[src/rtl/tsb_pkg.sv]
// ----------------------------------------------------------------------------
// tsb_pkg: shared types and constants of the texture sampler
// Command codes, multiply-accumulate control, field widths and helpers.
// ----------------------------------------------------------------------------
`default_nettype none

package tsb_pkg;

  localparam int CMD_W   = 2;
  localparam int COORD_W = 20;
  localparam int COORD_X = 8;
  localparam int CH_W    = 8;
  localparam int RGB_W   = 3 * CH_W;
  localparam int OUT_W   = 16;
  localparam int SZ_W    = 9;
  localparam int FRAC_W  = 16;
  localparam int POS_W   = 30;
  localparam int IDX_W   = POS_W - FRAC_W;
  localparam int HALF    = 32768;
  localparam int CFG_A_W = 1;

  localparam int MAX_WIDTH_DEF   = 256;
  localparam int MAX_HEIGHT_DEF  = 256;
  localparam int WEIGHT_BITS_DEF = 8;
  localparam logic [SZ_W-1:0] SIZE_RESET = 9'd256;

  localparam logic [CFG_A_W-1:0] CFG_WIDTH  = 1'b0;
  localparam logic [CFG_A_W-1:0] CFG_HEIGHT = 1'b1;

  typedef enum logic [CMD_W-1:0] {
    CMD_WRITE    = 2'd0,
    CMD_POINT    = 2'd1,
    CMD_BILINEAR = 2'd2
  } cmd_t;

  typedef enum logic [1:0] {
    MAC_CLR  = 2'd0,
    MAC_ACC  = 2'd1,
    MAC_BIAS = 2'd2
  } mac_op_t;

  typedef enum logic [1:0] {
    SRC_COORD = 2'd0,
    SRC_TEXEL = 2'd1,
    SRC_PART0 = 2'd2,
    SRC_PART1 = 2'd3
  } mac_src_t;

  typedef struct packed {
    logic     en;
    mac_op_t  op;
    mac_src_t src;
    logic     save0;
    logic     save1;
  } mac_ctrl_t;

  // multiplier operand and accumulator widths for a given weight precision
  function automatic int mac_a_w(input int wb);
    return (wb + 9 > COORD_W) ? wb + 9 : COORD_W;
  endfunction

  function automatic int mac_b_w(input int wb);
    return (wb + 2 > SZ_W + 1) ? wb + 2 : SZ_W + 1;
  endfunction

  function automatic int mac_acc_w(input int wb);
    return (2 * wb + 9 > POS_W) ? 2 * wb + 9 : POS_W;
  endfunction

  function automatic int addr_w(input int depth);
    return (depth > 1) ? $clog2(depth) : 1;
  endfunction

  // clamp a signed texel index to 0 .. size-1
  function automatic logic [SZ_W-1:0] clamp_idx(input logic signed [IDX_W-1:0] v,
                                                input logic [SZ_W-1:0] sz);
    logic [IDX_W-1:0] sz_x;
    sz_x = IDX_W'(sz);
    if (v[IDX_W-1]) begin
      return '0;
    end else if (IDX_W'(v) >= sz_x) begin
      return sz - SZ_W'(1);
    end else begin
      return v[SZ_W-1:0];
    end
  endfunction

endpackage

`default_nettype wire

[src/rtl/tsb_mac.sv]
// ----------------------------------------------------------------------------
// tsb_mac: shared three-lane multiply-accumulate unit
// One lane per color channel; lane 0 also maps coordinates to positions.
// ----------------------------------------------------------------------------
`default_nettype none

module tsb_mac #(
  parameter int WEIGHT_BITS = tsb_pkg::WEIGHT_BITS_DEF
) (
  input  wire logic                                           clk,
  input  wire tsb_pkg::mac_ctrl_t                             ctrl,
  input  wire logic [tsb_pkg::COORD_W-1:0]                    coord,
  input  wire logic [tsb_pkg::mac_b_w(WEIGHT_BITS)-1:0]       b_op,
  input  wire logic [tsb_pkg::RGB_W-1:0]                      texel,
  output logic [2:0][tsb_pkg::mac_acc_w(WEIGHT_BITS)-1:0]     acc
);

  localparam int AW    = tsb_pkg::mac_a_w(WEIGHT_BITS);
  localparam int BW    = tsb_pkg::mac_b_w(WEIGHT_BITS);
  localparam int ACC_W = tsb_pkg::mac_acc_w(WEIGHT_BITS);
  localparam int PW    = WEIGHT_BITS + 8;

  logic [2:0][ACC_W-1:0] acc_r;
  logic [2:0][ACC_W-1:0] acc_nxt;
  logic [2:0][PW-1:0]    part0_r;
  logic [2:0][PW-1:0]    part1_r;

  for (genvar k = 0; k < 3; k++) begin : g_lane
    logic signed [AW-1:0]    a;
    logic signed [AW+BW-1:0] prod;
    logic        [ACC_W-1:0] prod_t;

    always_comb begin
      case (ctrl.src)
        tsb_pkg::SRC_COORD: a = (k == 0) ? AW'($signed(coord)) : '0;
        tsb_pkg::SRC_TEXEL: a = $signed(AW'(texel[k*tsb_pkg::CH_W +: tsb_pkg::CH_W]));
        tsb_pkg::SRC_PART0: a = $signed(AW'(part0_r[k]));
        tsb_pkg::SRC_PART1: a = $signed(AW'(part1_r[k]));
        default:            a = '0;
      endcase
    end

    assign prod   = a * $signed(b_op);
    assign prod_t = prod[ACC_W-1:0];

    always_comb begin
      case (ctrl.op)
        tsb_pkg::MAC_CLR:  acc_nxt[k] = prod_t;
        tsb_pkg::MAC_ACC:  acc_nxt[k] = acc_r[k] + prod_t;
        tsb_pkg::MAC_BIAS: acc_nxt[k] = prod_t - ACC_W'(tsb_pkg::HALF);
        default:           acc_nxt[k] = prod_t;
      endcase
    end

    always_ff @(posedge clk) begin
      if (ctrl.en) begin
        acc_r[k] <= acc_nxt[k];
      end
      // park a finished row sum while the lane starts the next one
      if (ctrl.save0) begin
        part0_r[k] <= acc_r[k][PW-1:0];
      end
      if (ctrl.save1) begin
        part1_r[k] <= acc_r[k][PW-1:0];
      end
    end
  end

  assign acc = acc_r;

endmodule

`default_nettype wire

[config.mk]
export PLATFORM = sky130hd
export DESIGN_NAME = tsb_mac
export DESIGN_NICKNAME = d
export VERILOG_FILES = /design/src/rtl/tsb_pkg.sv /design/src/rtl/tsb_mac.sv
export SDC_FILE = /design/constraint.sdc
export NUM_CORES = 2
export LEC_CHECK = 0
export BUFFER_PORTS_ARGS = -buffer_cell sky130_fd_sc_hd__buf_2
export CAP_MARGIN = 25
export CELL_PAD_IN_SITES_DETAIL_PLACEMENT = 1
export CELL_PAD_IN_SITES_GLOBAL_PLACEMENT = 1
export CORE_MARGIN = 5
export CORE_UTILIZATION = 45
export CTS_CLUSTER_DIAMETER = 100
export DETAILED_ROUTE_END_ITERATION = 7
export GPL_ROUTABILITY_DRIVEN = 0
export GPL_TIMING_DRIVEN = 0
export HOLD_SLACK_MARGIN = 0.08
export PLACE_DENSITY_LB_ADDON = 0.1
export SLEW_MARGIN = 0
export SYNTH_ARGS = -nofsm -noshare
export SYNTH_HDL_FRONTEND = slang
export SYNTH_SLANG_ARGS = --single-unit
[constraint.sdc]
create_clock -name clk -period 13.8 [get_ports clk]
set_clock_uncertainty 0.1 [all_clocks]
set_input_delay 2.07 -clock clk [delete_from_list [all_inputs] [get_ports clk]]
set_output_delay 2.07 -clock clk [all_outputs]
set_load 0.1 [all_outputs]
==> metrics.cfg <==
[timing]
slew_violations = 0
min_period_ps = 13220
setup_viol = 0
fmax_mhz = 75.62
worst_pin_slew_ps = 1122
finalHoldViolations = 0
fin_crit_sh_pct = 95.82
finalSetupTns_ps = 0
grt_setup_unrepaired = no
relSlewSlack_pct = 25.19

[worst_setup_path]
crit_required_ps = 13930
critPathLaunchType = input port
crit_family = adder cells
endpoint_kind = flop
crit_path_frequent_cell = fa_1
crit_cells = 33
crit_type = in2reg
ff2ff_path_depth = 27
cp_slowest_cell = clkbuf_1
crit_arrival_ps = 13360
critical-path-max-stage-delay_ps = 880
cp_num_buf_inv = 9
critPathMaxFanout = 10

[cells_and_area]
layout_common_cells = inv_1 (578), nand2_1 (414), fa_1 (396)
layout.cells.non_filler = 4655
nets = 4490
final_common_cell = inv_1
drive_gt1_share_pct = 7.243
area_growth_pct = 8.290

[synth]
synth_compound_area_share_pct = 13.86
synth-simple-area-share_pct = 15.94
muxShareOfSynthArea_pct = 2.341
yosys_warnings = 0
synth_top_flop_cell = edfxtp_1
synth_cell_types = 104
syn_area_per_cell_um2 = 9.038
synthCells = 3525
synth-xor-area-share_pct = 3.711
synth_edf_count = 186
ys_seq_elements = 186
synth_top_family_by_area = adder cells
synth_nets = 4314
syn-cell-area_um2 = 31860
synth_fa_ha_area_share_pct = 37.88
async_flop_share_pct = 0
seq_area_frac_synth_pct = 17.53

[cts]
ctsHoldBuffers = 0
root_buffer = clkbuf_16
clock_latency_ps = 520
clock_path_buffers = 2
cts-buffers-inserted = 17
clk_pin_slew_ps = 80
post_cts_buffers = 0
cts-htree-levels = 4
cts_tree = yes
cts.sinks = 186
cts_resized = 0

[global_routing]
antenna_found_initial = 3
grt-ovfl-total = 0
grt_pass1_vias = 29390
grt_pass1_wl_um = 176100
grt.total_usage_pct = 29.81
grt_max_degree = 53

[placed_design]
placed_cells = 4617
hpwl_um = 93820
portBuffers = 144

[outcome]
status = completed

[route]
detail_route.vias_per_cell = 5.756
drtPass1Iterations = 7
remaining_drc_errors = 0
postRouteAntennaNets = 0
vias = 26790
avgRoutedWirePerCell_um = 24.67
drt-total-wl_um = 114800
drt_iter0_markers = 1756

[die]
start_util_pct = 45.42
die_y_um = 276.1
pin_count = 152
placementRows = 97
core-area_um2 = 70150
die-area_um2 = 76220
die_x_um = 276.1

[run]
max-cap-violations = 0

[worst_hold_path]
holdPathStages = 0
hold_class = reg2reg

## metrics by stage
step | utilization (%) | hold slack [ps] | setup slack, ps | instance area (µm²)
after CTS | 49.12 | 432.8 | 827.4 | 34460
after detailed placement | 48.34 | 416.6 | 281.8 | 33910
final | 49.18 | 429.9 | 576.3 | 34500
after global routing | 49.18 | 441.8 | 224.0 | 34500
after global placement | 48.12 | 385.1 | 161.1 | 33760
after floorplan | - | 591.1 | 3413 | 31860
## cell type report
class | instances | area [µm²]
plain buffers | 155 | 609.3
multi-input cells | 2603 | 23490
diodes | 1 | 2.502
clock inverters | 13 | 118.9
inverters | 581 | 2181
well taps | 940 | 1176
repair buffers | 157 | 902.1
clock buffers | 19 | 432.9
flip-flops and latches | 186 | 5585
fillers | 8333 | 35650
## state kept, by name, indices dropped and copies added (netlist names)
signal,count
part1_r,48
acc,90
part0_r,48
## cell families (layout without fill, tap and decap cells)
logic type | after synthesis | count (layout)
compound gates | 651 | 651
fa+ha+maj | 727 | 727
flops | 186 | 186
buf+inv | 736 | 925
simple gates | 1029 | 1029
xor+xnor | 135 | 135
mux | 61 | 61
other cells | 0 | 1
## worst paths after layout
kind / from / to / slack [ps]
hold reg to reg: acc[9]$_DFFE_PP_ / part0_r[9]$_DFFE_PP_ / 430
hold / removal: acc[9]$_DFFE_PP_ / part0_r[9]$_DFFE_PP_ / 430
setup / recovery: ctrl[3] / acc[22]$_DFFE_PP_ / 580
setup reg to reg: part0_r[8]$_DFFE_PP_ / acc[22]$_DFFE_PP_ / 3820
## layer usage
metal	GRT usage, %	vias up	wire length [µm]
li1	-	12050	-
met2	49.24	834	53240
met1	39.17	13710	48890
met4	11.31	0	4882
met5	0	-	0
met3	5.610	194	7825
## cell usage after synthesis (7+ instances only)
master    number  share of area, %
a211o_1        9              0.25
a211oi_1      23              0.54
a21o_1        69               1.6
a21oi_1      154               2.4
a221oi_1       8              0.22
a22o_1        20              0.55
a22oi_1       17              0.40
a31oi_1        7              0.14
and2_1       205               4.0
and3_1        32              0.63
buf_1          9              0.11
clkbuf_1     141               1.7
edfxtp_1     186                18
fa_1         396                25
ha_1         331                13
inv_1        578               6.8
mux2_2        18              0.64
mux2i_1       34               1.1
mux4_2         8              0.57
nand2_1      414               4.9
nand2b_1      39              0.77
nand3_1       34              0.53
nand3b_1       7              0.16
nand4_1       14              0.27
nor2_1       143               1.7
nor2b_1       34              0.67
nor3_1        30              0.47
nor4_1         9              0.18
o211ai_1      17              0.40
o21a_1        30              0.71
o21ai_0      139               2.2
o21ai_1       19              0.30
o21bai_1      14              0.33
o221ai_1       8              0.22
o22ai_1        8              0.16
o31ai_1       14              0.33
or2_2          8              0.16
or3_1         17              0.33
or4_1         12              0.28
xnor2_1       76               2.1
xor2_1        59               1.6
Power is not shown: default switching activity piles up to over one toggle a cycle in this logic, so the estimate is an artifact.
