--- src/rtl/tsb_pkg.sv ---
// ----------------------------------------------------------------------------
// tsb_pkg: shared types and constants of the texture sampler
// Command codes, multiply-accumulate control, field widths and helpers.
// ----------------------------------------------------------------------------
`default_nettype none

package tsb_pkg;

  localparam int CMD_W   = 2;
  localparam int COORD_W = 20;
  localparam int COORD_X = 8;
  localparam int CH_W    = 8;
  localparam int RGB_W   = 3 * CH_W;
  localparam int OUT_W   = 16;
  localparam int SZ_W    = 9;
  localparam int FRAC_W  = 16;
  localparam int POS_W   = 30;
  localparam int IDX_W   = POS_W - FRAC_W;
  localparam int HALF    = 32768;
  localparam int CFG_A_W = 1;

  localparam int MAX_WIDTH_DEF   = 256;
  localparam int MAX_HEIGHT_DEF  = 256;
  localparam int WEIGHT_BITS_DEF = 8;
  localparam logic [SZ_W-1:0] SIZE_RESET = 9'd256;

  localparam logic [CFG_A_W-1:0] CFG_WIDTH  = 1'b0;
  localparam logic [CFG_A_W-1:0] CFG_HEIGHT = 1'b1;

  typedef enum logic [CMD_W-1:0] {
    CMD_WRITE    = 2'd0,
    CMD_POINT    = 2'd1,
    CMD_BILINEAR = 2'd2
  } cmd_t;

  typedef enum logic [1:0] {
    MAC_CLR  = 2'd0,
    MAC_ACC  = 2'd1,
    MAC_BIAS = 2'd2
  } mac_op_t;

  typedef enum logic [1:0] {
    SRC_COORD = 2'd0,
    SRC_TEXEL = 2'd1,
    SRC_PART0 = 2'd2,
    SRC_PART1 = 2'd3
  } mac_src_t;

  typedef struct packed {
    logic     en;
    mac_op_t  op;
    mac_src_t src;
    logic     save0;
    logic     save1;
  } mac_ctrl_t;

  // multiplier operand and accumulator widths for a given weight precision
  function automatic int mac_a_w(input int wb);
    return (wb + 9 > COORD_W) ? wb + 9 : COORD_W;
  endfunction

  function automatic int mac_b_w(input int wb);
    return (wb + 2 > SZ_W + 1) ? wb + 2 : SZ_W + 1;
  endfunction

  function automatic int mac_acc_w(input int wb);
    return (2 * wb + 9 > POS_W) ? 2 * wb + 9 : POS_W;
  endfunction

  function automatic int addr_w(input int depth);
    return (depth > 1) ? $clog2(depth) : 1;
  endfunction

  // clamp a signed texel index to 0 .. size-1
  function automatic logic [SZ_W-1:0] clamp_idx(input logic signed [IDX_W-1:0] v,
                                                input logic [SZ_W-1:0] sz);
    logic [IDX_W-1:0] sz_x;
    sz_x = IDX_W'(sz);
    if (v[IDX_W-1]) begin
      return '0;
    end else if (IDX_W'(v) >= sz_x) begin
      return sz - SZ_W'(1);
    end else begin
      return v[SZ_W-1:0];
    end
  endfunction

endpackage

`default_nettype wire

--- src/rtl/tsb_seq.sv ---
// ----------------------------------------------------------------------------
// tsb_seq: request sequencer of the texture sampler
// Maps coordinates to clamped texel indices and weights, walks the texel
// reads and steps the shared multiply-accumulate unit.
// ----------------------------------------------------------------------------
`default_nettype none

module tsb_seq #(
  parameter int MAX_WIDTH   = tsb_pkg::MAX_WIDTH_DEF,
  parameter int MAX_HEIGHT  = tsb_pkg::MAX_HEIGHT_DEF,
  parameter int WEIGHT_BITS = tsb_pkg::WEIGHT_BITS_DEF
) (
  input  wire logic                                             clk,
  input  wire logic                                             rst_n,
  input  wire logic                                             in_valid,
  output logic                                                  in_ready,
  input  wire logic [tsb_pkg::CMD_W-1:0]                        cmd,
  input  wire logic [tsb_pkg::COORD_W-1:0]                      coord_u,
  input  wire logic [tsb_pkg::COORD_W-1:0]                      coord_v,
  input  wire logic [tsb_pkg::COORD_X-1:0]                      texel_x,
  input  wire logic [tsb_pkg::COORD_X-1:0]                      texel_y,
  input  wire logic [tsb_pkg::RGB_W-1:0]                        texel_rgb,
  input  wire logic [tsb_pkg::SZ_W-1:0]                         size_w,
  input  wire logic [tsb_pkg::SZ_W-1:0]                         size_h,
  input  wire logic [tsb_pkg::mac_acc_w(WEIGHT_BITS)-1:0]       acc_lane0,
  output tsb_pkg::mac_ctrl_t                                    mac_ctrl,
  output logic [tsb_pkg::COORD_W-1:0]                           mac_coord,
  output logic [tsb_pkg::mac_b_w(WEIGHT_BITS)-1:0]              mac_b,
  output logic                                                  mem_en,
  output logic                                                  mem_we,
  output logic [tsb_pkg::addr_w(MAX_WIDTH*MAX_HEIGHT)-1:0]      mem_addr,
  output logic [tsb_pkg::RGB_W-1:0]                             mem_wdata,
  input  wire logic                                             res_ready,
  output logic                                                  res_load,
  output logic                                                  res_point
);

  localparam int BW    = tsb_pkg::mac_b_w(WEIGHT_BITS);
  localparam int MAW   = tsb_pkg::addr_w(MAX_WIDTH * MAX_HEIGHT);
  localparam int POS_W = tsb_pkg::POS_W;
  localparam int IDX_W = tsb_pkg::IDX_W;
  localparam int SZ_W  = tsb_pkg::SZ_W;
  localparam int WB    = WEIGHT_BITS;

  typedef enum logic [6:0] {
    S_IDLE = 7'b0000001,
    S_POSU = 7'b0000010,
    S_POSV = 7'b0000100,
    S_IDX  = 7'b0001000,
    S_READ = 7'b0010000,
    S_MIX  = 7'b0100000,
    S_OUT  = 7'b1000000
  } state_t;

  state_t                     state_r, state_nxt;
  logic [1:0]                 cnt_r, cnt_nxt;
  logic                       point_r, point_nxt;
  logic [tsb_pkg::COORD_W-1:0] u_r, u_nxt, v_r, v_nxt;
  logic [POS_W-1:0]           px_r, px_nxt;
  logic [SZ_W-1:0]            cx0_r, cx0_nxt, cx1_r, cx1_nxt;
  logic [SZ_W-1:0]            cy0_r, cy0_nxt, cy1_r, cy1_nxt;
  logic [WB-1:0]              wx0_r, wx0_nxt, wy0_r, wy0_nxt;

  logic [POS_W-1:0]           py;
  logic signed [IDX_W-1:0]    ix, iy, ix_p, iy_p;
  logic                       rnd_x, rnd_y;
  logic [WB:0]                wx1, wy1;
  logic [SZ_W-1:0]            rd_x, rd_y;

  function automatic logic [MAW-1:0] mk_addr(input int y, input int x);
    return MAW'(y * MAX_WIDTH + x);
  endfunction

  // floor and round-half-away-from-zero of the positions
  assign py    = acc_lane0[POS_W-1:0];
  assign ix    = $signed(px_r[POS_W-1:tsb_pkg::FRAC_W]);
  assign iy    = $signed(py[POS_W-1:tsb_pkg::FRAC_W]);
  assign rnd_x = px_r[15] & ((|px_r[14:0]) | ~px_r[POS_W-1]);
  assign rnd_y = py[15] & ((|py[14:0]) | ~py[POS_W-1]);
  assign ix_p  = ix + IDX_W'(1);
  assign iy_p  = iy + IDX_W'(1);
  assign wx1   = {1'b1, {WB{1'b0}}} - {1'b0, wx0_r};
  assign wy1   = {1'b1, {WB{1'b0}}} - {1'b0, wy0_r};

  always_comb begin
    case (cnt_r)
      2'd0:    begin rd_x = cx0_r; rd_y = cy0_r; end
      2'd1:    begin rd_x = cx1_r; rd_y = cy0_r; end
      2'd2:    begin rd_x = cx0_r; rd_y = cy1_r; end
      default: begin rd_x = cx1_r; rd_y = cy1_r; end
    endcase
  end

  always_comb begin
    state_nxt = state_r;
    cnt_nxt   = cnt_r;
    point_nxt = point_r;
    u_nxt     = u_r;
    v_nxt     = v_r;
    px_nxt    = px_r;
    cx0_nxt   = cx0_r;
    cx1_nxt   = cx1_r;
    cy0_nxt   = cy0_r;
    cy1_nxt   = cy1_r;
    wx0_nxt   = wx0_r;
    wy0_nxt   = wy0_r;
    in_ready  = 1'b0;
    mac_ctrl  = '{en: 1'b0, op: tsb_pkg::MAC_CLR, src: tsb_pkg::SRC_TEXEL,
                  save0: 1'b0, save1: 1'b0};
    mac_coord = u_r;
    mac_b     = '0;
    mem_en    = 1'b0;
    mem_we    = 1'b0;
    mem_addr  = mk_addr(int'(rd_y), int'(rd_x));
    mem_wdata = texel_rgb;
    res_load  = 1'b0;

    case (state_r)
      S_IDLE: begin
        in_ready = 1'b1;
        mem_addr = mk_addr(int'(texel_y), int'(texel_x));
        if (in_valid) begin
          case (tsb_pkg::cmd_t'(cmd))
            tsb_pkg::CMD_WRITE: begin
              // drop writes outside the store
              if ((int'(texel_x) < MAX_WIDTH) && (int'(texel_y) < MAX_HEIGHT)) begin
                mem_en = 1'b1;
                mem_we = 1'b1;
              end
            end
            tsb_pkg::CMD_POINT, tsb_pkg::CMD_BILINEAR: begin
              u_nxt     = coord_u;
              v_nxt     = coord_v;
              point_nxt = (tsb_pkg::cmd_t'(cmd) == tsb_pkg::CMD_POINT);
              state_nxt = S_POSU;
            end
            default: ;
          endcase
        end
      end
      S_POSU: begin
        mac_ctrl.en  = 1'b1;
        mac_ctrl.op  = tsb_pkg::MAC_BIAS;
        mac_ctrl.src = tsb_pkg::SRC_COORD;
        mac_coord    = u_r;
        mac_b        = BW'(size_w);
        state_nxt    = S_POSV;
      end
      S_POSV: begin
        px_nxt       = acc_lane0[POS_W-1:0];
        mac_ctrl.en  = 1'b1;
        mac_ctrl.op  = tsb_pkg::MAC_BIAS;
        mac_ctrl.src = tsb_pkg::SRC_COORD;
        mac_coord    = v_r;
        mac_b        = BW'(size_h);
        state_nxt    = S_IDX;
      end
      S_IDX: begin
        if (point_r) begin
          cx0_nxt = tsb_pkg::clamp_idx(ix + IDX_W'(rnd_x), size_w);
          cy0_nxt = tsb_pkg::clamp_idx(iy + IDX_W'(rnd_y), size_h);
        end else begin
          cx0_nxt = tsb_pkg::clamp_idx(ix, size_w);
          cy0_nxt = tsb_pkg::clamp_idx(iy, size_h);
        end
        cx1_nxt   = tsb_pkg::clamp_idx(ix_p, size_w);
        cy1_nxt   = tsb_pkg::clamp_idx(iy_p, size_h);
        wx0_nxt   = px_r[tsb_pkg::FRAC_W-1 -: WB];
        wy0_nxt   = py[tsb_pkg::FRAC_W-1 -: WB];
        cnt_nxt   = 2'd0;
        state_nxt = S_READ;
      end
      S_READ: begin
        // one texel read a cycle; the lanes take the registered read data of the read before
        mem_en  = 1'b1;
        cnt_nxt = cnt_r + 2'd1;
        case (cnt_r)
          2'd0: begin
            if (point_r) begin
              state_nxt = S_OUT;
            end
          end
          2'd1: begin
            mac_ctrl.en = 1'b1;
            mac_ctrl.op = tsb_pkg::MAC_CLR;
            mac_b       = BW'(wx1);
          end
          2'd2: begin
            mac_ctrl.en = 1'b1;
            mac_ctrl.op = tsb_pkg::MAC_ACC;
            mac_b       = BW'(wx0_r);
          end
          default: begin
            mac_ctrl.en    = 1'b1;
            mac_ctrl.op    = tsb_pkg::MAC_CLR;
            mac_ctrl.save0 = 1'b1;
            mac_b          = BW'(wx1);
            state_nxt      = S_MIX;
          end
        endcase
      end
      S_MIX: begin
        cnt_nxt     = cnt_r + 2'd1;
        mac_ctrl.en = 1'b1;
        case (cnt_r)
          2'd0: begin
            mac_ctrl.op = tsb_pkg::MAC_ACC;
            mac_b       = BW'(wx0_r);
          end
          2'd1: begin
            mac_ctrl.op    = tsb_pkg::MAC_CLR;
            mac_ctrl.src   = tsb_pkg::SRC_PART0;
            mac_ctrl.save1 = 1'b1;
            mac_b          = BW'(wy1);
          end
          default: begin
            mac_ctrl.op  = tsb_pkg::MAC_ACC;
            mac_ctrl.src = tsb_pkg::SRC_PART1;
            mac_b        = BW'(wy0_r);
            state_nxt    = S_OUT;
          end
        endcase
      end
      S_OUT: begin
        // hold until the output register frees up
        if (res_ready) begin
          res_load  = 1'b1;
          state_nxt = S_IDLE;
        end
      end
      default: state_nxt = S_IDLE;
    endcase
  end

  assign res_point = point_r;

  always_ff @(posedge clk) begin
    if (!rst_n) begin
      state_r <= S_IDLE;
      cnt_r   <= 2'd0;
    end else begin
      state_r <= state_nxt;
      cnt_r   <= cnt_nxt;
    end
  end

  always_ff @(posedge clk) begin
    point_r <= point_nxt;
    u_r     <= u_nxt;
    v_r     <= v_nxt;
    px_r    <= px_nxt;
    cx0_r   <= cx0_nxt;
    cx1_r   <= cx1_nxt;
    cy0_r   <= cy0_nxt;
    cy1_r   <= cy1_nxt;
    wx0_r   <= wx0_nxt;
    wy0_r   <= wy0_nxt;
  end

endmodule

`default_nettype wire

--- config.mk ---
export PLATFORM = sky130hd
export DESIGN_NAME = tsb_seq
export DESIGN_NICKNAME = d
export VERILOG_FILES = /design/src/rtl/tsb_pkg.sv /design/src/rtl/tsb_seq.sv
export SDC_FILE = /design/constraint.sdc
export NUM_CORES = 1
export LEC_CHECK = 0
export BUFFER_PORTS_ARGS = -buffer_cell sky130_fd_sc_hd__buf_2
export CORE_MARGIN = 1
export CORE_UTILIZATION = 40
export DETAILED_ROUTE_END_ITERATION = 8
export SYNTH_ARGS = -nofsm -noshare
export SYNTH_HDL_FRONTEND = slang
export SYNTH_SLANG_ARGS = --single-unit
--- constraint.sdc ---
create_clock -name clk -period 4.8 [get_ports clk]
set_clock_uncertainty 0.1 [all_clocks]
set_input_delay 0.96 -clock clk [delete_from_list [all_inputs] [get_ports clk]]
set_output_delay 0.96 -clock clk [all_outputs]
set_load 0.02 [all_outputs]
==> flow_summary.ini, run 1 <==
[global_route]
grt_usage_pct = 23.0
overflow = 0
antenna_found_initial = 2
grt_max_degree = 62
grt_first_pass_wirelength_mm = 41.7
first_global_vias = 7375

[final_layout]
seq_area_sq_um = 3810
layout-drive-gt1-share_pct = 25.2
nFillCells = 2122
multi_input_area_sq_um = 4860
final_cells = 1344
areaGrowthSynthToFinish_pct = 17.3
fin_nets = 1251
utilization_pct = 47.8

[timing]
clock.fmax_ghz = 0.220
drv_slew = 0
worst_pin_slew_ns = 1.16
period_needed_ns = 4.55
max-slew-margin-rel_pct = 22.2
hold_viol = 0
min_period_over_period_pct = 94.8
fin_tns_setup_ns = 0
grt_setup_unrepaired = false
setup_viol = 0

[route]
routedWlPerCell_um = 20.1
wl_mm = 27.0
firstDrtPassIters = 8
vias = 7831
vias_per_cell = 5.83
antenna_left = 0
drt_iter0_markers = 789
drcViolationCount = 0

[critical_path]
reg2reg_from = px_r[3]
crit_fanout = 12
crit_arrival_ns = 3.49
regToRegEndpoint = cx0_r[0]
start_kind = flop
worstPathRequired_ns = 3.74
critPathKind = flop to primary output
reg2reg_slack_ns = 0.53
r2r_cells = 15
cp-end-kind = primary output

[placed_design]
dp_cells = 1310
gp_congestion = 0.973
hpwlAfterDp_mm = 20.6
portBuffers = 166

[synthesis]
ys.flop_type = edfxtp_1
syn-num-nets = 1112
synth.distinct_cells = 79
netlist_top_cells_count = edfxtp_1 (121), ha_1 (73), nand2_1 (63)
syn_inst = 905
synth-edff-count = 121
mappedNetlistArea_sq_um = 9190
synth.yosys.seq_area_share_pct = 41.5
yosys.area.top_type = edfxtp_1
syn_area_per_cell_sq_um = 10.2
yosysMostFrequentCell = edfxtp_1
ys_warn_count = 0
synthAdderAreaFrac_pct = 9.94
synth_xor_area_share_pct = 6.00
synth_top_cells_by_area = edfxtp_1 (40%), ha_1 (9.9%), xnor2_1 (3.6%), mux2_2 (3.6%), nand3_1 (2.6%)
ys_ff_latch = 130
synth_top_area_share_pct = 39.5
yosys-mux-area-fraction_pct = 5.24
synth_top_family_by_area = simple AND/OR/NAND/NOR gates
synthArstFlopShare_pct = 0
synth-simple-area-share_pct = 17.1
synth_compound_area_share_pct = 14.3

[floorplan]
die-width_um = 154
fp.dieH_um = 154
start_util_pct = 40.7
design.portCount = 216
coreArea_sq_um = 22600
rows = 55
die_area_sq_um = 23600

[clock_tree]
post_cts_buffers = 0
clock_latency_ns = 0.43
cts_tree = built
cts_buffer_depth = 2
cts-root-buf = clkbuf_16
cts_buffers = 17
cts.sink_count = 130
cts_hold_buffers = 0
clk_pin_slew_worst_paths_ns = 0.06
cts_resized = 0
cts_max_level = 4

[min_path]
hold_class = flop to flop
hold_end = wx0_r[1]
min-delay-start = px_r[9]
min_delay_path_depth = 0

[power_and_ir_drop]
p_leak_nw = 4.28
power_density_nw_per_um2 = 298
irDropWorstVdd_mv = 0.225

[run_status]
status = completed

[flow_run]
maxCapViolCount = 0
==> stage by stage <==
step / total power [mW] / hold slack (ns) / setup slack (ns) / area (sq um)
2_1_floorplan: 1.68 / 0.326 / 0.561 / 9190
3_3_place_gp: 1.85 / 0.331 / 0.461 / 10200
3_5_place_dp: 1.86 / 0.339 / 0.396 / 10200
4_1_cts: 3.24 / 0.349 / 0.112 / 10800
5_1_grt: 3.33 / 0.351 / 0.0860 / 10800
6_report: 3.21 / 0.349 / 0.251 / 10800
==> metal layers <==
layer	up-vias	GRT usage (%)	routed length, um
met5	-	0	0
met4	0	8.43	408
met3	41	3.72	1880
met2	355	36.7	12700
met1	3721	31.3	12000
li1	3714	-	-
==> critical path, cell delays in order, from the launching register on <==
cell,delay [ns]
dfxtp_1,0.41
inv_1,0.10
ha_1,0.35
or2_2,0.47
mux2_2,0.28
ha_1,0.17
ha_1,0.14
inv_1,0.05
a21oi_2,0.25
nand2_1,0.11
xnor2_1,0.13
mux2i_1,0.29
o21ai_0,0.12
buf_2,0.20
==> sequential cells by signal, indices dropped and copies added, names as in the netlist <==
register / flops
res_point: 1
cx1_r: 9
u_r: 20
px_r: 30
wy0_r: 8
state_r: 7
cy1_r: 8
wx0_r: 8
v_r: 20
cy0_r: 8
cx0_r: 9
cnt_r: 2
==> worst max-delay path by stage <==
stage	to	slack, ns	start	depth (start not counted)
6_report	mem_addr[12]	0.25	cnt_r[1]	13
5_1_grt	mem_addr[14]	0.09	cnt_r[1]	13
4_1_cts	mem_addr[14]	0.11	cnt_r[1]	13
3_5_place_dp	cy0_r[7]	0.40	acc_lane0[1]	14
3_3_place_gp	cy0_r[0]	0.46	acc_lane0[11]	14
2_1_floorplan	cy0_r[0]	0.56	acc_lane0[29]	14
==> cells in the final DEF, fill, tap and decap left out, types with 9 or more instances in the layout <==
cell type,count
mux2_2,29
nor4_1,21
inv_1,43
a21o_1,15
nor2_1,53
ha_1,73
o21ai_0,48
o211ai_1,18
nand4_1,29
clkbuf_16,17
buf_4,15
a21oi_1,22
nand2_1,63
and3_1,10
nor3_1,23
buf_2,166
edfxtp_1,121
dfxtp_1,9
o311ai_0,10
xor2_1,25
xnor2_1,38
mux2i_1,14
nand3_1,48
==> kinds of logic after synthesis <==
logic type                 after synthesis
AOI/OAI and AO/OA                      186
xor gates and xnor gates                63
adders and majority gates               73
buffers and inverters                  107
DFF                                    130
muxes                                   44
other                                    1
and+or+nand+nor                        301
==> report_power, final <==
group	leakage (nW)	switching, mW	total [mW]	internal (mW)
Sequential	1.18	0.0122	1.29	1.28
Combinational	2.80	0.351	0.542	0.191
Clock	0.303	0.542	1.37	0.831
Total	4.28	0.906	3.21	2.31
==> cell type report <==
cell class	instances	share of cell area, %
diodes	2	0.0464
clock inverters	15	1.79
well taps	285	3.31
flip-flops and latches	130	35.4
multi-input cells	668	45.0
repair buffers	182	8.93
clock buffers	17	3.95
inverters	45	1.57
(Power assumes the default switching activity.)
==> run 2, diff against run 1 <==
--- a/config.mk
+++ b/config.mk
@@ -9,6 +9,7 @@
 export CORE_MARGIN = 1
 export CORE_UTILIZATION = 40
 export DETAILED_ROUTE_END_ITERATION = 8
+export REMOVE_ABC_BUFFERS = 1
 export SYNTH_ARGS = -nofsm -noshare
 export SYNTH_HDL_FRONTEND = slang
 export SYNTH_SLANG_ARGS = --single-unit
==> run 2 against run 1 <==
Effect of this change: combinational power up 3%; die area is the same; clock-buffer cell count unchanged; clock power decreased by 5%; final cell count unchanged; routed wire length increased by 3.3%; sequential power is essentially flat; sequential share of layout area is 0.082 points higher; core utilization down 0.11 points; flip-flop and latch count stayed put; largest cell class unchanged.
==> flow_summary.ini, run 2 (synthesis gave the netlist of run 1 again) <==
[clock_tree]
clock_latency_ns = 0.43
cts_tree = built
cts_buffer_depth = 2
cts_resized = 0
post_cts_buffers = 0
cts.sink_count = 130
cts_hold_buffers = 0
cts_max_level = 4
clk_pin_slew_worst_paths_ns = 0.07
cts-root-buf = clkbuf_16
cts_buffers = 17

[critical_path]
crit_chain = inv_1 > ha_1 > buf_4 > or2_2 > mux2_2 > ha_1 > ha_1 > inv_1 > a21oi_2 > nand2_1 > xnor2_1 > mux2i_1 > o21ai_0 > buf_2
slowest_delay_ns = 0.41
cp_slowest_cell = dfxtp_1
start_kind = flop
crit_fanout = 12
critPathKind = flop to primary output
worstPathRequired_ns = 3.74
crit_arrival_ns = 3.36
cp-end-kind = primary output
crit_top_cell = ha_1

[global_route]
grt_usage_pct = 23.7
grt_max_degree = 51
overflow = 0
first_global_vias = 7541
antenna_found_initial = 1
grt_first_pass_wirelength_mm = 42.3

[timing]
max-slew-margin-rel_pct = 22.1
clock.fmax_ghz = 0.226
holdWs_ns = 0.346
worst_pin_slew_ns = 1.17
setup_viol = 0
fin_tns_setup_ns = 0
min_period_over_period_pct = 92.0
period_needed_ns = 4.42
drv_slew = 0
grt_setup_unrepaired = false
hold_viol = 0

[power_and_ir_drop]
irDropWorstVdd_mv = 0.247
power_density_nw_per_um2 = 293
power_mw = 3.15
p_leak_nw = 4.26

[route]
drcViolationCount = 0
firstDrtPassIters = 6
routedWlPerCell_um = 20.7
antenna_left = 0
wl_mm = 27.9
vias = 7974
drt_iter0_markers = 698
vias_per_cell = 5.93

[final_layout]
diodes = 0
areaGrowthSynthToFinish_pct = 17.1
largest_reg_flops = 30
layout-drive-gt1-share_pct = 25.4
final_common_cell = buf_2
nFillCells = 2153
largest-register = px_r
largestRegisters = px_r: 30 flops, u_r: 20 flops, v_r: 20 flops
fin_nets = 1253
fin_area_sq_um = 10800
most-common-layout-cells = buf_2 (166), edfxtp_1 (121), ha_1 (73), nand2_1 (63), nor2_1 (53)
final_cells = 1344

[floorplan]
start_util_pct = 40.7
die-width_um = 154
coreArea_sq_um = 22600
rows = 55
die_area_sq_um = 23600
fp.dieH_um = 154
design.portCount = 216

[min_path]
hold_class = flop to flop

[flow_run]
maxCapViolCount = 0

[run_status]
status = completed

[placed_design]
place_area_sq_um = 10200
gp_congestion = 0.949
dp_cells = 1312
portBuffers = 166
hpwlAfterDp_mm = 21.1
## run 2: cell types whose count changed in the layout (fill, tap and decap cells not counted), moves of 2 or more
cell	previous run	this run
inv_6	6	3
inv_8	1	4
clkinvlp_4	0	3
diode_2	2	0
bufinv_16	3	1
clkinv_8	0	2
clkinv_4	4	1
buf_4	15	18
## run 2: worst paths after layout
path	depth (start not counted)	endpoint	slack, ns	from
worst min register to register	0	wx0_r[7]	0.35	px_r[15]
worst min-delay path	0	wx0_r[7]	0.35	px_r[15]
worst max-delay path	14	mem_addr[12]	0.38	cnt_r[1]
worst max register to register	14	cx0_r[8]	0.45	px_r[29]
## run 2: layer usage
metal,GRT usage (%),routed length (um),vias up
li1,-,-,3710
met1,29.9,11400,3764
met2,36.4,12500,430
met3,7.89,2940,68
met4,11.4,961,2
met5,1.04,13,-
## run 2: per-stage QoR
stage                     setup WS [ns]  utilization, %
final                             0.384            47.7
after global routing              0.130            47.7
after CTS                         0.220            47.6
after detailed placement          0.362            45.0
after global placement            0.451            45.0
after floorplan                   -2.37               -
## run 2: layout make-up
| cell class | count | area (sq um) | area share (%) |
|---|---|---|---|
| tap | 285 | 357 | 3.31 |
| inverter | 45 | 169 | 1.57 |
| clock inverter | 15 | 170 | 1.58 |
| timing repair buffer | 184 | 966 | 8.98 |
| multi-input combinational | 668 | 4860 | 45.2 |
| clock buffer | 17 | 425 | 3.95 |
| sequential | 130 | 3810 | 35.5 |
## run 2: worst max-delay path: cells and delay by family, from the launching register on
| kind | cells | cell delay [ns] |
|---|---|---|
| muxes | 2 | 0.52 |
| and+or+nand+nor | 2 | 0.52 |
| DFF | 1 | 0.41 |
| buffers and inverters | 4 | 0.50 |
| AOI/OAI and AO/OA | 2 | 0.38 |
| adders and majority gates | 3 | 0.49 |
| xor gates and xnor gates | 1 | 0.13 |
## run 2: power by group
part | leakage (nW) | switching (mW) | total, mW | internal (mW)
logic | 2.80 | 0.363 | 0.558 | 0.195
clock network | 0.284 | 0.562 | 1.30 | 0.738
registers | 1.18 | 0.0122 | 1.29 | 1.28
total | 4.26 | 0.937 | 3.15 | 2.22
==> run 3, diff against run 2 <==
--- a/config.mk
+++ b/config.mk
@@ -9,6 +9,7 @@
 export CORE_MARGIN = 1
 export CORE_UTILIZATION = 40
 export DETAILED_ROUTE_END_ITERATION = 8
+export GPL_TIMING_DRIVEN = 0
 export REMOVE_ABC_BUFFERS = 1
 export SYNTH_ARGS = -nofsm -noshare
 export SYNTH_HDL_FRONTEND = slang
==> run 3 against run 2 <==
Effect of this change: power is 0.90% lower; cell area is 0.12% higher; flip-flop and latch count stayed put; first-iteration DRC count is 7.4% higher; die area stayed put; global-route usage is 0.38 points lower; via count is 2.3% lower; setup slack worse by 0.15 ns; largest cell class unchanged.
==> flow_summary.ini, run 3 (synthesis gave the netlist of run 1 again) <==
[run_status]
status = completed

[power_and_ir_drop]
power_density_nw_per_um2 = 290
irDropWorstVdd_mv = 0.231
p_leak_nw = 4.24

[route]
routedWlPerCell_um = 20.3
antenna_left = 0
vias = 7790
drt_iter0_markers = 750
drcViolationCount = 0
wl_mm = 27.2
vias_per_cell = 5.83
firstDrtPassIters = 5

[global_route]
grt_usage_pct = 23.3
first_global_vias = 7294
grt_first_pass_wirelength_mm = 41.6
antenna_found_initial = 0
grt_max_degree = 37
overflow = 0

[final_layout]
final_common_cell = buf_2
final_cells = 1337
largest-register = px_r
fin_nets = 1246
most-common-layout-cells = buf_2 (167), edfxtp_1 (121), ha_1 (71), nand2_1 (63), nor2_1 (51)
areaGrowthSynthToFinish_pct = 17.2
largest_reg_flops = 30
diodes = 0
layout-drive-gt1-share_pct = 25.4
nFillCells = 2163
utilization_pct = 47.7
largestRegisters = px_r: 30 flops, u_r: 20 flops, v_r: 20 flops

[critical_path]
crit_arrival_ns = 3.51
crit_chain = inv_1 > ha_4 > or2_2 > mux2_2 > ha_1 > ha_1 > inv_1 > a21oi_2 > nand4_1 > xnor2_1 > mux2i_1 > o21ai_0 > buf_2
cp-end-kind = primary output
endpoint = mem_addr[14]
critPathKind = flop to primary output
slowest_delay_ns = 0.45
reg2reg_slack_ns = 0.32
worstPathRequired_ns = 3.74
reg2reg_from = px_r[29]
regToRegEndpoint = cx0_r[0]
r2r_cells = 15
start_kind = flop
cp_slowest_cell = or2_2
crit_fanout = 22
crit_start = cnt_r[0]

[timing]
drv_slew = 0
setup_slack_ns = 0.234
fin_tns_setup_ns = 0
worst_pin_slew_ns = 1.14
hold_viol = 0
clock.fmax_ghz = 0.219
grt_setup_unrepaired = false
min_period_over_period_pct = 95.1
setup_viol = 0
period_needed_ns = 4.57
max-slew-margin-rel_pct = 23.4

[clock_tree]
cts_buffer_depth = 2
cts_max_level = 4
cts-root-buf = clkbuf_16
cts_hold_buffers = 0
clock_latency_ns = 0.43
cts_buffers = 17
cts.sink_count = 130
cts_tree = built
clk_pin_slew_worst_paths_ns = 0.07

[placed_design]
dp_cells = 1303
gp_congestion = 0.915
hpwlAfterDp_mm = 20.5
pre_cts_ws_ns = -0.504
portBuffers = 166

[floorplan]
fp.dieH_um = 154
design.portCount = 216
start_util_pct = 40.7
die-width_um = 154
rows = 55
coreArea_sq_um = 22600
die_area_sq_um = 23600

[flow_run]
maxCapViolCount = 0

[min_path]
hold_class = flop to flop
run 3: stage by stage:
stage / power, mW / area (sq um) / hold slack, ns
after global routing: 3.25 / 10800 / 0.371
after floorplan: 1.64 / 8820 / 0.326
after CTS: 3.15 / 10700 / 0.358
final: 3.12 / 10800 / 0.355
after detailed placement: 1.87 / 10100 / 0.342
after global placement: 1.85 / 10000 / 0.333
run 3: how the worst min path moves through the flow:
stage	startpoint	end	slack, ns	cells after the start
finish	px_r[11]	wx0_r[3]	0.35	0
global route	px_r[11]	wx0_r[3]	0.37	0
CTS	px_r[11]	wx0_r[3]	0.36	0
detailed placement	px_r[11]	wx0_r[3]	0.34	0
global placement	px_r[11]	wx0_r[3]	0.33	0
floorplan	px_r[15]	wx0_r[7]	0.33	0
run 3: where the power goes:
group | internal [mW] | leakage [nW] | total (mW) | switching (mW)
clock | 0.696 | 0.283 | 1.28 | 0.583
sequential | 1.28 | 1.18 | 1.29 | 0.0117
combinational | 0.194 | 2.78 | 0.552 | 0.358
total | 2.17 | 4.24 | 3.12 | 0.953
run 3: final cells by class:
cell class	count	area [sq um]	area share [%]
inverter	45	169	1.57
sequential	130	3810	35.4
clock inverter	15	164	1.52
multi-input combinational	668	4890	45.4
clock buffer	17	425	3.95
timing repair buffer	177	955	8.86
tap	285	357	3.31
run 3: critical path: cells and delay by family (launching register included):
family | cells | cell delay, ns
multiplexers | 2 | 0.49
flip-flops | 1 | 0.43
AND/OR/NAND/NOR | 2 | 0.63
XOR/XNOR | 1 | 0.15
adder cells (fa/ha/maj) | 3 | 0.58
AO/OA/AOI/OAI | 2 | 0.39
buffers and inverters | 3 | 0.41
run 3: repair_timing:
action | 4_1_cts | 5_1_grt
endpoints found under the setup margin | 7 | 9
resized for setup | 5 | 4
pin swaps | 1 | 1
setup buffers | 1 | 1
run 3: layer usage:
| metal | global-route usage (%) | vias to the layer above | wire length [um] |
|---|---|---|---|
| met3 | 6.20 | 46 | 2520 |
| met2 | 34.9 | 380 | 12200 |
| li1 | - | 3702 | - |
| met4 | 10.7 | 0 | 858 |
| met1 | 31.4 | 3662 | 11600 |
| met5 | 1.04 | - | 0 |
